$ cat src/sv/tpsc_pkg.sv
// shared types and constants for the two-point sensor calibration block
`timescale 1ns / 1ps
`default_nettype none

package tpsc_pkg;

  // field and datapath widths
  localparam int RAW_W     = 16;  // raw sample and raw calibration points
  localparam int PT_W      = 7;   // calibration points in degrees or percent
  localparam int SPAN_W    = 17;  // difference of two raw values
  localparam int SLOPE_W   = 8;   // difference of two calibration points
  localparam int PROD_W    = 25;  // products of the front end
  localparam int SUM_W     = 26;  // sum of the two products
  localparam int NUM_W     = 30;  // numerator scaled to tenths
  localparam int MAG_W     = 29;  // rounding dividend and quotient magnitude
  localparam int DMAG_W    = 16;  // magnitude of the raw span
  localparam int DIV_W     = 17;  // doubled span, divisor of the rounding division
  localparam int VAL_W     = 24;  // result in tenths
  localparam int CFG_IDX_W = 3;
  localparam int CFG_DAT_W = 16;

  // quantity selector
  localparam logic CMD_TEMP = 1'b0;
  localparam logic CMD_HUM  = 1'b1;

  // saturation bounds on the quotient magnitude
  localparam logic [MAG_W-1:0] SAT_POS_MAG = MAG_W'(8388607);
  localparam logic [MAG_W-1:0] SAT_NEG_MAG = MAG_W'(8388608);
  localparam logic [VAL_W-1:0] VAL_MAX     = VAL_W'(8388607);
  localparam logic [VAL_W-1:0] VAL_MIN     = VAL_W'(8388608);

  // configuration register indexes
  typedef enum logic [CFG_IDX_W-1:0] {
    REG_HUM_P0_PCT  = 3'd0,
    REG_HUM_P1_PCT  = 3'd1,
    REG_HUM_P0_RAW  = 3'd2,
    REG_HUM_P1_RAW  = 3'd3,
    REG_TEMP_P0_DEG = 3'd4,
    REG_TEMP_P1_DEG = 3'd5,
    REG_TEMP_P0_RAW = 3'd6,
    REG_TEMP_P1_RAW = 3'd7
  } cfg_index_e;

  // input word
  typedef struct packed {
    logic                     cmd;
    logic signed [RAW_W-1:0]  raw_sample;
  } in_word_t;

  // result word
  typedef struct packed {
    logic signed [VAL_W-1:0]  value_tenths;
    logic                     zero_span_error;
  } out_word_t;

  // queue entry between front and back
  typedef struct packed {
    logic signed [PROD_W-1:0] prod;   // (sample - raw0) * (pt1 - pt0)
    logic signed [PROD_W-1:0] offs;   // pt0 * (raw1 - raw0)
    logic signed [SPAN_W-1:0] span;   // raw1 - raw0
    logic                     zero;   // span is zero
  } q_entry_t;

endpackage

`default_nettype wire

$ cat src/sv/tpsc_front.sv
// front end: calibration registers, set selection and the two products
`timescale 1ns / 1ps
`default_nettype none

module tpsc_front (
  input  wire logic                             clk,
  input  wire logic                             rst,
  input  wire logic                             accept,
  input  wire tpsc_pkg::in_word_t               in_word,
  input  wire logic                             wr_en,
  input  wire logic [tpsc_pkg::CFG_IDX_W-1:0]   wr_index,
  input  wire logic [tpsc_pkg::CFG_DAT_W-1:0]   wr_data,
  output logic                                  push,
  output tpsc_pkg::q_entry_t                    entry,
  output logic [1:0]                            inflight
);
  import tpsc_pkg::*;

  logic [PT_W-1:0]          hum_p0_pct;
  logic [PT_W-1:0]          hum_p1_pct;
  logic signed [RAW_W-1:0]  hum_p0_raw;
  logic signed [RAW_W-1:0]  hum_p1_raw;
  logic [PT_W-1:0]          temp_p0_deg;
  logic [PT_W-1:0]          temp_p1_deg;
  logic signed [RAW_W-1:0]  temp_p0_raw;
  logic signed [RAW_W-1:0]  temp_p1_raw;

  logic [PT_W-1:0]          sel_p0;
  logic [PT_W-1:0]          sel_p1;
  logic signed [RAW_W-1:0]  sel_r0;
  logic signed [RAW_W-1:0]  sel_r1;
  logic signed [SPAN_W-1:0] diff_next;
  logic signed [SPAN_W-1:0] span_next;
  logic signed [SLOPE_W-1:0] slope_next;

  // stage one registers
  logic                     v1;
  logic signed [SPAN_W-1:0] diff1;
  logic signed [SPAN_W-1:0] span1;
  logic signed [SLOPE_W-1:0] slope1;
  logic [PT_W-1:0]          p0_1;
  logic signed [SLOPE_W-1:0] p0_ext;

  // stage two registers
  logic                     v2;
  logic signed [PROD_W-1:0] prod2;
  logic signed [PROD_W-1:0] offs2;
  logic signed [SPAN_W-1:0] span2;
  logic                     zero2;

  // calibration registers
  always_ff @(posedge clk) begin
    if (rst) begin
      hum_p0_pct  <= '0;
      hum_p1_pct  <= '0;
      hum_p0_raw  <= '0;
      hum_p1_raw  <= '0;
      temp_p0_deg <= '0;
      temp_p1_deg <= '0;
      temp_p0_raw <= '0;
      temp_p1_raw <= '0;
    end else if (wr_en) begin
      unique case (cfg_index_e'(wr_index))
        REG_HUM_P0_PCT:  hum_p0_pct  <= wr_data[PT_W-1:0];
        REG_HUM_P1_PCT:  hum_p1_pct  <= wr_data[PT_W-1:0];
        REG_HUM_P0_RAW:  hum_p0_raw  <= wr_data;
        REG_HUM_P1_RAW:  hum_p1_raw  <= wr_data;
        REG_TEMP_P0_DEG: temp_p0_deg <= wr_data[PT_W-1:0];
        REG_TEMP_P1_DEG: temp_p1_deg <= wr_data[PT_W-1:0];
        REG_TEMP_P0_RAW: temp_p0_raw <= wr_data;
        REG_TEMP_P1_RAW: temp_p1_raw <= wr_data;
      endcase
    end
  end

  // pick the calibration set and form the differences
  always_comb begin
    if (in_word.cmd == CMD_HUM) begin
      sel_p0 = hum_p0_pct;
      sel_p1 = hum_p1_pct;
      sel_r0 = hum_p0_raw;
      sel_r1 = hum_p1_raw;
    end else begin
      sel_p0 = temp_p0_deg;
      sel_p1 = temp_p1_deg;
      sel_r0 = temp_p0_raw;
      sel_r1 = temp_p1_raw;
    end
    diff_next  = {in_word.raw_sample[RAW_W-1], in_word.raw_sample} - {sel_r0[RAW_W-1], sel_r0};
    span_next  = {sel_r1[RAW_W-1], sel_r1} - {sel_r0[RAW_W-1], sel_r0};
    slope_next = {1'b0, sel_p1} - {1'b0, sel_p0};
  end

  // stage valid bits
  always_ff @(posedge clk) begin
    if (rst) begin
      v1 <= 1'b0;
      v2 <= 1'b0;
    end else begin
      v1 <= accept;
      v2 <= v1;
    end
  end

  // stage one payload
  always_ff @(posedge clk) begin
    diff1  <= diff_next;
    span1  <= span_next;
    slope1 <= slope_next;
    p0_1   <= sel_p0;
  end

  assign p0_ext = {1'b0, p0_1};

  // stage two: the two products
  always_ff @(posedge clk) begin
    prod2 <= diff1 * slope1;
    offs2 <= p0_ext * span1;
    span2 <= span1;
    zero2 <= (span1 == '0);
  end

  assign push     = v2;
  assign entry    = '{prod: prod2, offs: offs2, span: span2, zero: zero2};
  assign inflight = {1'b0, v1} + {1'b0, v2};

endmodule

`default_nettype wire

$ cat src/sv/tpsc_queue.sv
// short word queue between the front end and the divider
`timescale 1ns / 1ps
`default_nettype none

module tpsc_queue #(
  parameter int DEPTH = 4
) (
  input  wire logic                         clk,
  input  wire logic                         rst,
  input  wire logic                         push,
  input  wire tpsc_pkg::q_entry_t           wr_entry,
  input  wire logic                         pop,
  output tpsc_pkg::q_entry_t                rd_entry,
  output logic [$clog2(DEPTH+1)-1:0]        count,
  output logic                              empty
);
  import tpsc_pkg::*;

  localparam int PTR_W = (DEPTH > 1) ? $clog2(DEPTH) : 1;
  localparam int CNT_W = $clog2(DEPTH+1);
  localparam logic [PTR_W-1:0] LAST = PTR_W'(DEPTH - 1);

  q_entry_t         slots [DEPTH];
  logic [PTR_W-1:0] wr_ptr;
  logic [PTR_W-1:0] rd_ptr;

  // storage
  always_ff @(posedge clk) begin
    if (push) begin
      slots[wr_ptr] <= wr_entry;
    end
  end

  // pointers and fill count
  always_ff @(posedge clk) begin
    if (rst) begin
      wr_ptr <= '0;
      rd_ptr <= '0;
      count  <= '0;
    end else begin
      if (push) begin
        wr_ptr <= (wr_ptr == LAST) ? '0 : wr_ptr + 1'b1;
      end
      if (pop) begin
        rd_ptr <= (rd_ptr == LAST) ? '0 : rd_ptr + 1'b1;
      end
      count <= count + CNT_W'(push) - CNT_W'(pop);
    end
  end

  assign rd_entry = slots[rd_ptr];
  assign empty    = (count == '0);

  // no overflow, no underflow, count tracks the traffic
  assert property (@(posedge clk) disable iff (rst) push |-> (count < CNT_W'(DEPTH) || pop))
    else $error("queue written while full");
  assert property (@(posedge clk) disable iff (rst) pop |-> !empty)
    else $error("queue read while empty");
  assert property (@(posedge clk) disable iff (rst)
    !$past(rst) |-> count == $past(count) + CNT_W'($past(push)) - CNT_W'($past(pop)))
    else $error("queue count out of step");

endmodule

`default_nettype wire

$ cat src/sv/tpsc_back.sv
// back end: tenths scaling, pipelined rounding division and saturation
`timescale 1ns / 1ps
`default_nettype none

module tpsc_back (
  input  wire logic                 clk,
  input  wire logic                 rst,
  input  wire logic                 pop,
  input  wire tpsc_pkg::q_entry_t   entry,
  output logic                      done,
  output tpsc_pkg::out_word_t       result
);
  import tpsc_pkg::*;

  // one quotient bit per divider stage
  localparam int QW = MAG_W;

  typedef struct packed {
    logic [DIV_W-1:0] rem;
    logic [MAG_W-1:0] dvd;
    logic [MAG_W-1:0] quo;
    logic [DIV_W-1:0] dv;
    logic             neg;
    logic             zero;
  } div_stage_t;

  // scaling stage
  logic                     v0;
  logic signed [NUM_W-1:0]  num0;
  logic signed [SPAN_W-1:0] span0;
  logic                     zero0;
  logic signed [SUM_W-1:0]  sum;
  logic signed [NUM_W-1:0]  sum_ext;

  // operand stage
  logic [NUM_W-1:0]         nmag_full;
  logic [SPAN_W-1:0]        dmag_full;
  logic [MAG_W-2:0]         nmag;
  logic [DMAG_W-1:0]        dmag;

  // divider stages
  logic                     stv [QW+1];
  div_stage_t               st  [QW+1];

  // output
  logic [MAG_W-1:0]         q;
  logic [VAL_W-1:0]         val_next;

  // numerator scaled to tenths
  assign sum     = {entry.prod[PROD_W-1], entry.prod} + {entry.offs[PROD_W-1], entry.offs};
  assign sum_ext = NUM_W'(sum);

  always_ff @(posedge clk) begin
    num0  <= (sum_ext <<< 3) + (sum_ext <<< 1);
    span0 <= entry.span;
    zero0 <= entry.zero;
  end

  // magnitudes and the rounding dividend 2|num| + |span|
  assign nmag_full = num0[NUM_W-1] ? -num0 : num0;
  assign dmag_full = span0[SPAN_W-1] ? -span0 : span0;
  assign nmag      = nmag_full[MAG_W-2:0];
  assign dmag      = dmag_full[DMAG_W-1:0];

  always_ff @(posedge clk) begin
    st[0].rem  <= '0;
    st[0].dvd  <= {nmag, 1'b0} + MAG_W'(dmag);
    st[0].quo  <= '0;
    st[0].dv   <= {dmag, 1'b0};
    st[0].neg  <= num0[NUM_W-1] ^ span0[SPAN_W-1];
    st[0].zero <= zero0;
  end

  // valid bits of the scaling and operand stages
  always_ff @(posedge clk) begin
    if (rst) begin
      v0     <= 1'b0;
      stv[0] <= 1'b0;
    end else begin
      v0     <= pop;
      stv[0] <= v0;
    end
  end

  // restoring division, one quotient bit a stage
  for (genvar g = 0; g < QW; g++) begin : gen_div
    logic [DIV_W:0] trial;
    logic           ge;

    assign trial = {st[g].rem, st[g].dvd[MAG_W-1]};
    assign ge    = (trial >= {1'b0, st[g].dv});

    always_ff @(posedge clk) begin
      st[g+1].rem  <= ge ? DIV_W'(trial - {1'b0, st[g].dv}) : trial[DIV_W-1:0];
      st[g+1].dvd  <= {st[g].dvd[MAG_W-2:0], 1'b0};
      st[g+1].quo  <= {st[g].quo[MAG_W-2:0], ge};
      st[g+1].dv   <= st[g].dv;
      st[g+1].neg  <= st[g].neg;
      st[g+1].zero <= st[g].zero;
    end

    always_ff @(posedge clk) begin
      if (rst) begin
        stv[g+1] <= 1'b0;
      end else begin
        stv[g+1] <= stv[g];
      end
    end
  end

  // sign and saturation
  assign q = st[QW].quo;

  always_comb begin
    if (st[QW].zero) begin
      val_next = '0;
    end else if (st[QW].neg) begin
      val_next = (q > SAT_NEG_MAG) ? VAL_MIN : VAL_W'(-q);
    end else begin
      val_next = (q > SAT_POS_MAG) ? VAL_MAX : q[VAL_W-1:0];
    end
  end

  always_ff @(posedge clk) begin
    if (rst) begin
      done <= 1'b0;
    end else begin
      done <= stv[QW];
    end
  end

  always_ff @(posedge clk) begin
    result.value_tenths    <= val_next;
    result.zero_span_error <= st[QW].zero;
  end

  // every popped word leaves the back end with done raised
  assert property (@(posedge clk) disable iff (rst) pop |-> ##(QW+3) done)
    else $error("word lost in back end");
  // divider remainder stays below the divisor for a real span
  assert property (@(posedge clk) disable iff (rst)
    (stv[QW] && !st[QW].zero) |-> (st[QW].rem < st[QW].dv))
    else $error("divider remainder out of range");

endmodule

`default_nettype wire

$ cat src/sv/two_point_sensor_calibration.sv
// top level of the two-point sensor calibration block
`timescale 1ns / 1ps
`default_nettype none

// Converts a signed 16-bit raw sample to tenths of a degree or percent by
// linear interpolation between two calibration points, rounded to nearest
// with halves away from zero and saturated to 24 bits; equal raw points give
// zero with zero_span_error set. A new word can be started on every clock:
// busy stays low as long as the back end drains the queue, which it does
// every cycle since results cannot be held off. The result appears on
// result with done high for one cycle; on the way it passes the first
// front-end stage, which takes the word at the start edge itself, the second
// front-end stage, the queue, three back-end stages and the 29-stage
// pipelined divider, one quotient bit a stage. Write the calibration
// registers only while no conversion is in flight.
module two_point_sensor_calibration #(
  parameter int QUEUE_DEPTH = 4
) (
  input  wire logic                             clk,
  input  wire logic                             rst,
  input  wire logic                             start,
  output logic                                  busy,
  input  wire tpsc_pkg::in_word_t               in_word,
  output logic                                  done,
  output tpsc_pkg::out_word_t                   result,
  input  wire logic                             wr_en,
  input  wire logic [tpsc_pkg::CFG_IDX_W-1:0]   wr_index,
  input  wire logic [tpsc_pkg::CFG_DAT_W-1:0]   wr_data
);
  import tpsc_pkg::*;

  localparam int CNT_W = $clog2(QUEUE_DEPTH+1);
  localparam int OCC_W = CNT_W + 1;

  logic             accept;
  logic             push;
  logic             pop;
  logic             empty;
  logic [1:0]       inflight;
  logic [CNT_W-1:0] q_count;
  logic [OCC_W-1:0] occupancy;
  q_entry_t         wr_entry;
  q_entry_t         rd_entry;

  // hold off start when the queue could not take every word in flight
  assign occupancy = OCC_W'(q_count) + OCC_W'(inflight);
  assign busy      = (occupancy >= OCC_W'(QUEUE_DEPTH));
  assign accept    = start && !busy;
  assign pop       = !empty;

  tpsc_front u_front (
    .clk      (clk),
    .rst      (rst),
    .accept   (accept),
    .in_word  (in_word),
    .wr_en    (wr_en),
    .wr_index (wr_index),
    .wr_data  (wr_data),
    .push     (push),
    .entry    (wr_entry),
    .inflight (inflight)
  );

  tpsc_queue #(
    .DEPTH (QUEUE_DEPTH)
  ) u_queue (
    .clk      (clk),
    .rst      (rst),
    .push     (push),
    .wr_entry (wr_entry),
    .pop      (pop),
    .rd_entry (rd_entry),
    .count    (q_count),
    .empty    (empty)
  );

  tpsc_back u_back (
    .clk    (clk),
    .rst    (rst),
    .pop    (pop),
    .entry  (rd_entry),
    .done   (done),
    .result (result)
  );

endmodule

`default_nettype wire

$ cat config.mk
export PLATFORM = sky130hd
export DESIGN_NAME = two_point_sensor_calibration
export DESIGN_NICKNAME = d
export VERILOG_FILES = /design/src/sv/tpsc_pkg.sv /design/src/sv/tpsc_front.sv /design/src/sv/tpsc_queue.sv /design/src/sv/tpsc_back.sv /design/src/sv/two_point_sensor_calibration.sv
export SDC_FILE = /design/constraint.sdc
export NUM_CORES = 2
export LEC_CHECK = 0
export ABC_AREA = 1
export BUFFER_PORTS_ARGS = -buffer_cell sky130_fd_sc_hd__buf_2
export CAP_MARGIN = 20
export CORE_MARGIN = 10
export CORE_UTILIZATION = 38
export DETAILED_ROUTE_END_ITERATION = 16
export PLACE_DENSITY = 0.51
export SLEW_MARGIN = 20
export SYNTH_ARGS = -nofsm -noshare
export SYNTH_HDL_FRONTEND = slang
export SYNTH_HIERARCHICAL = 1
export SYNTH_SLANG_ARGS = --single-unit
export TNS_END_PERCENT = 1
$ cat constraint.sdc
create_clock -name clk -period 5.9 [get_ports clk]
set_clock_uncertainty 0.2 [all_clocks]
set_input_delay 0.295 -clock clk [delete_from_list [all_inputs] [get_ports clk]]
set_output_delay 0.295 -clock clk [all_outputs]
set_load 0.02 [all_outputs]
* Word-level counts from Yosys, hierarchy flattened
Memory sizes are Yosys's and may differ from the RTL's. A register that Yosys moved wholly into a read port is not among the register bits. Cells that the tools add are included.
Storage, ports and cells: memories kept 3, input port bits 40, bits in registers 292, latch bits 0, bits in read-only memories 0, RAM bits 3122
Memories:
- u_back.st | words 30, width 94, read ports 30, clocked after Yosys merged registers in 0, wr ports 30, RTL line tpsc_back.sv:43 | div_stage_t st [QW+1];
- u_queue.slots | words 4, width 68, read ports 1, clocked after Yosys merged registers in 1, wr ports 1, RTL line tpsc_queue.sv:23 | q_entry_t slots [DEPTH];
- u_back.stv | words 30, width 1, read ports 30, clocked after Yosys merged registers in 1, wr ports 30, RTL line tpsc_back.sv:42 | logic stv [QW+1];
Operators by class: multiplexer cells 77, bitwise operators 31, add/subtract/negate cells 44, multipliers 2, magnitude comparators 32, reductions and logical operators 14, eq/ne operators 9, divide/modulo/power cells 0, shift-type cells 0
Operators by type and width (number):
- $ge 18x17->1 | 29
- $mux 17 | 29
- $sub 17x17->17 | 29
- $mux 24 | 3
- $mux 16 | 3
- $mux 1 | 35
- $sub 16x16->17 | 2
- $add 29x27->30 | 1
- $or 1x1->1 | 30
- $add 29x16->29 | 1
- $gt 29x23->1 const B | 1
- $gt 29x24->1 const B | 1
- $mux 28 | 1
- $neg 28->28 | 1
- $add 25x25->26 | 1
- $mul 17x8->25 | 1
- $mul 8x17->25 | 1
- $neg 24->24 | 1
- $logic_not 17->1 | 1
- $neg 16->16 | 1
- $reduce_and 2->1 | 8
- $mux 7 | 2
- $eq 3x3->1 const B | 4
- $mux 2 | 4
- 14 further kinds | 19

* Longest topological paths before layout
depth after elaboration 5, mapped depth 28

* By module
Netlist, hierarchy kept.
Modules (own cells, without submodules):
- tpsc_back | area each 70655.3 µm², cells each 7607, instances 1
- tpsc_front | area each 18936.9 µm², cells each 2596, instances 1
- tpsc_queue | area each 11304.6 µm², cells each 851, instances 1
- two_point_sensor_calibration | area each 43.8 µm², cells each 7, instances 1

* Least setup slack after synthesis
No wires, ideal clock.
path kind flip-flop to flip-flop, start register u_front.slope1[2], end register u_front.prod2[24], arrival time 4.139 ns, path slack 1.448 ns, clock period less this slack 4.452 ns, library setup time 0.113 ns, buffers on the path 2, cell stages (with the launch flop) 17, required time 5.587 ns, cells stage by stage dfxtp_1 -> clkbuf_1 -> clkbuf_1 -> nand2_1 -> fa_1 -> inv_1 -> fa_1 -> inv_1 -> fa_1 -> inv_1 -> fa_1 -> ha_1 -> nand2_1 -> nor3_2 -> nand3_1 -> nand3_1 -> nand2_1
Between the ends: longest elaborated chain between the ends 1
RTL lines:
- start, declared | RTL line tpsc_front.sv:40 | logic signed [SLOPE_W-1:0] slope1;
- start signal, assigned | RTL line tpsc_front.sv:109 | slope1 <= slope_next;
- $mul 17x8->25 | RTL line tpsc_front.sv:117 | prod2 <= diff1 * slope1;
- end signal, assigned | RTL line tpsc_front.sv:117
- end, declared | RTL line tpsc_front.sv:46 | logic signed [PROD_W-1:0] prod2;
Every way passes these cells. A chain may end at the register's enable or synchronous reset.

==> run summary <==
Crit-path slowest cell = dfxtp_4
Cells along the critical path = buf_4, a21oi_1, o21ai_0, nand2_1, ha_1, nand2_1, o21ai_1, a21oi_1, o31ai_1, a21oi_1, o21ai_0, xor2_1, ha_1, nand2_1, o21ai_0, a21oi_1, nand3_1, nand3_1, nand2_1, a21oi_1, inv_1, nand2_1, nand2_1
Setup TNS = 0 ps
Slew headroom = 32.8%
Setup crit end kind = flip-flop
Avg Cell Area, Syn = 9.13 sq um
Placed cells = 14500
Clk Latency, worst-skew pair = 850 ps
Warnings from Yosys = 6
Final nets = 12200
Synth area leaders = dfxtp_1, ha_1, edfxtp_1
Worst path arrival time = 5550 ps
WL final = 233000 microns
RSZ-0062 raised after global routing = false
Resize count post-CTS = 0
Max-cap violation count = 0
Worst-margin pin slew = 1000 ps
Clock root cell = clkbuf_16
FF+latch count, synth = 2407
Seq/Total Area, Yosys = 50.4%
Final Hold Fails = 0
H-tree depth = 5
Status = finished clean
Crit Path Max Fanout = 73
DR DRC count = 0
Clock slew at reported path FFs = 60 ps
Die height = 535 microns
Startpoint types = flip-flop
Share of the synthesized area in the top cell type = 42.3%
Post-synthesis cell count = 11100
Final antenna-violating net count = 0
Hpwl dp = 178000 microns
Fin Hold WS = 83.5 ps
Total gr overflow = 0
R2R depth = 23
Num CTS Buffers = 272
Min Tclk post-route = 5030 ps
Die X-Extent = 535 microns
Via/cell ratio = 4.63
First-pass GRT wire length = 373000 microns
Yosys cell types = 67
Post-synth top flop = dfxtp_1
I/O pin count = 67
Async SR Flop Fraction = 0%
RePlAce Congestion = 0.869
Share of layout cells above drive strength 1 = 6.32%
Post-route non-filler standard cell count = 15000
Cell taking the most area after synthesis = dfxtp_1
Largest buffer count on any clock path = 4
Iter 0 DRT Violations = 3561
Number of port buffers = 66
Final setup viols = 0
Hold depth = 0
CTS tree = done
Std cell rows = 189
Gr usage total = 15.8%
Die ar. = 287000 sq um
Crit Path Class = reg -> reg
Initial Utilization = 38.1%
Post-synth EDFFs = 272
Worst hold-check path type = reg -> reg
Clock Sinks = 2407
CP max stage delay = 830 ps
Largest net degree at the start of global routing = 81
DRT Pass-1 Iters = 6
Vias in the first global route = 69700
Area Overhead vs Synth = 13.7%
Vias = 69500
Placeable Area = 265000 sq um
Max-slew violations = 0
Most used cell, CP = nand2_1
Mapped cell area = 101000 sq um
Fmax = 199 MHz
Tcrit/Tclk final = 85.3%
Worst Path Required = 6420 ps
Initial antenna violation count = 5
Avg WL per Cell = 15.5 microns
## repair_timing
| item | 4_1_cts | 5_1_grt |
|---|---|---|
| hold buffers | 59 | 0 |
| setup buffers | 0 | 0 |
| endpoints found under the hold margin | 110 | 0 |
## critical path, delay by kind of cell (launching register included)
kind	cells	cell delay, ps
buffers and inverters	2	420
adders and majority gates	2	690
and+or+nand+nor	8	740
AOI/OAI and AO/OA	10	1730
DFF	1	830
xor gates and xnor gates	1	280
## Yosys cell counts (22+ instances only)
master	instances
nand3_1	195
o21ai_0	543
dfxtp_1	2135
nor2_1	687
edfxtp_1	272
nand4_1	101
a211oi_2	22
xor2_1	327
clkbuf_1	110
a31oi_1	77
o21ai_1	119
xnor2_1	201
o211ai_2	40
ha_1	661
a221oi_1	27
o31ai_1	37
nor4_1	35
a21oi_1	881
a21o_1	38
nor3_1	92
inv_1	1813
buf_2	68
a21boi_0	28
nand2_1	1979
o211ai_1	29
inv_2	30
o21a_1	28
fa_1	234
buf_4	33
## metal layers
metal | track usage [%] | vias to the layer above | part of all wire (%)
li1 | - | 35800 | -
met1 | 20.5 | 32200 | 47
met2 | 27.3 | 1035 | 47
met3 | 2.13 | 415 | 3.3
met4 | 4.89 | 2 | 3.1
met5 | 0 | - | 0.0047
## cells by family (layout without fill, tap and decap cells)
family | after synthesis | count (layout) | share of synthesized area (%)
buf+inv | 2080 | 2483 | 8.04
compound gates | 1925 | 1925 | 10.8
xor+xnor | 531 | 531 | 4.64
fa+ha+maj | 895 | 895 | 12.8
other cells | 1 | 12 | 0.00372
flops | 2407 | 2407 | 50.4
mux | 16 | 16 | 0.159
simple gates | 3206 | 3206 | 13.1
## final timing paths
kind	end	slack, ps	from
worst min register to register	u_back/st[3][169]	80	u_back/st[3][75]
worst max register to register	u_back/num0[27]	870	flip-flop
worst max-delay path	u_back/num0[27]	870	flip-flop
worst min-delay path	u_back/st[3][169]	80	u_back/st[3][75]
## final cells by class
type | instances | area (sq um)
Clock buffer | 360 | 7640
Multi-Input combinational cell | 6581 | 42000
Tap cell | 3533 | 4420
Timing Repair Buffer | 154 | 1180
Fill cell | 25800 | 150000
Sequential cell | 2407 | 50900
Inverter | 1846 | 6940
Clock inverter | 123 | 1710
Antenna cell | 4 | 10.0
## state kept, by name (all words and copies together) (netlist names), 8 cells and up, named ones only
| signal | count |
|---|---|
| u_front/hum_p1_raw | 16 |
| u_back/result | 25 |
| u_back/st | 1812 |
| u_back/stv | 30 |
| u_back/span0 | 17 |
| u_queue/slots | 272 |
| u_front/span1 | 17 |
| u_front/slope1 | 8 |
| u_front/temp_p0_raw | 16 |
| u_front/prod2 | 25 |
| u_front/offs2 | 25 |
| u_front/diff1 | 17 |
| u_front/hum_p0_raw | 16 |
| u_front/temp_p1_raw | 16 |
| u_back/num0 | 28 |
| u_front/span2 | 17 |
## layout by cell type (no fill, tap or decap), types with 34 or more instances in the layout
cell type         n
dfxtp_1        2133
nand2_1        1979
inv_1          1809
a21oi_1         881
nor2_1          687
ha_1            661
o21ai_0         543
xor2_1          327
clkbuf_16       276
edfxtp_1        272
fa_1            234
xnor2_1         201
nand3_1         186
o21ai_1         119
nand4_1         101
nor3_1           92
a31oi_1          77
buf_2            65
dlygate4sd3_1    59
clkbuf_1         42
clkbuf_8         41
clkinv_2         40
o211ai_2         40
a21o_1           38
o31ai_1          37
nor4_1           35
inv_2            34
## metrics by stage
step	worst slack, ps	util (%)	cell area [sq um]
floorplan	1450	-	101000
global placement	850	39.6	105000
detailed placement	886	39.6	105000
CTS	854	43.3	115000
global route	328	43.3	115000
finish	868	43.3	115000
Power is not shown: default switching activity piles up to over one toggle a cycle in this logic, so the estimate is an artifact.
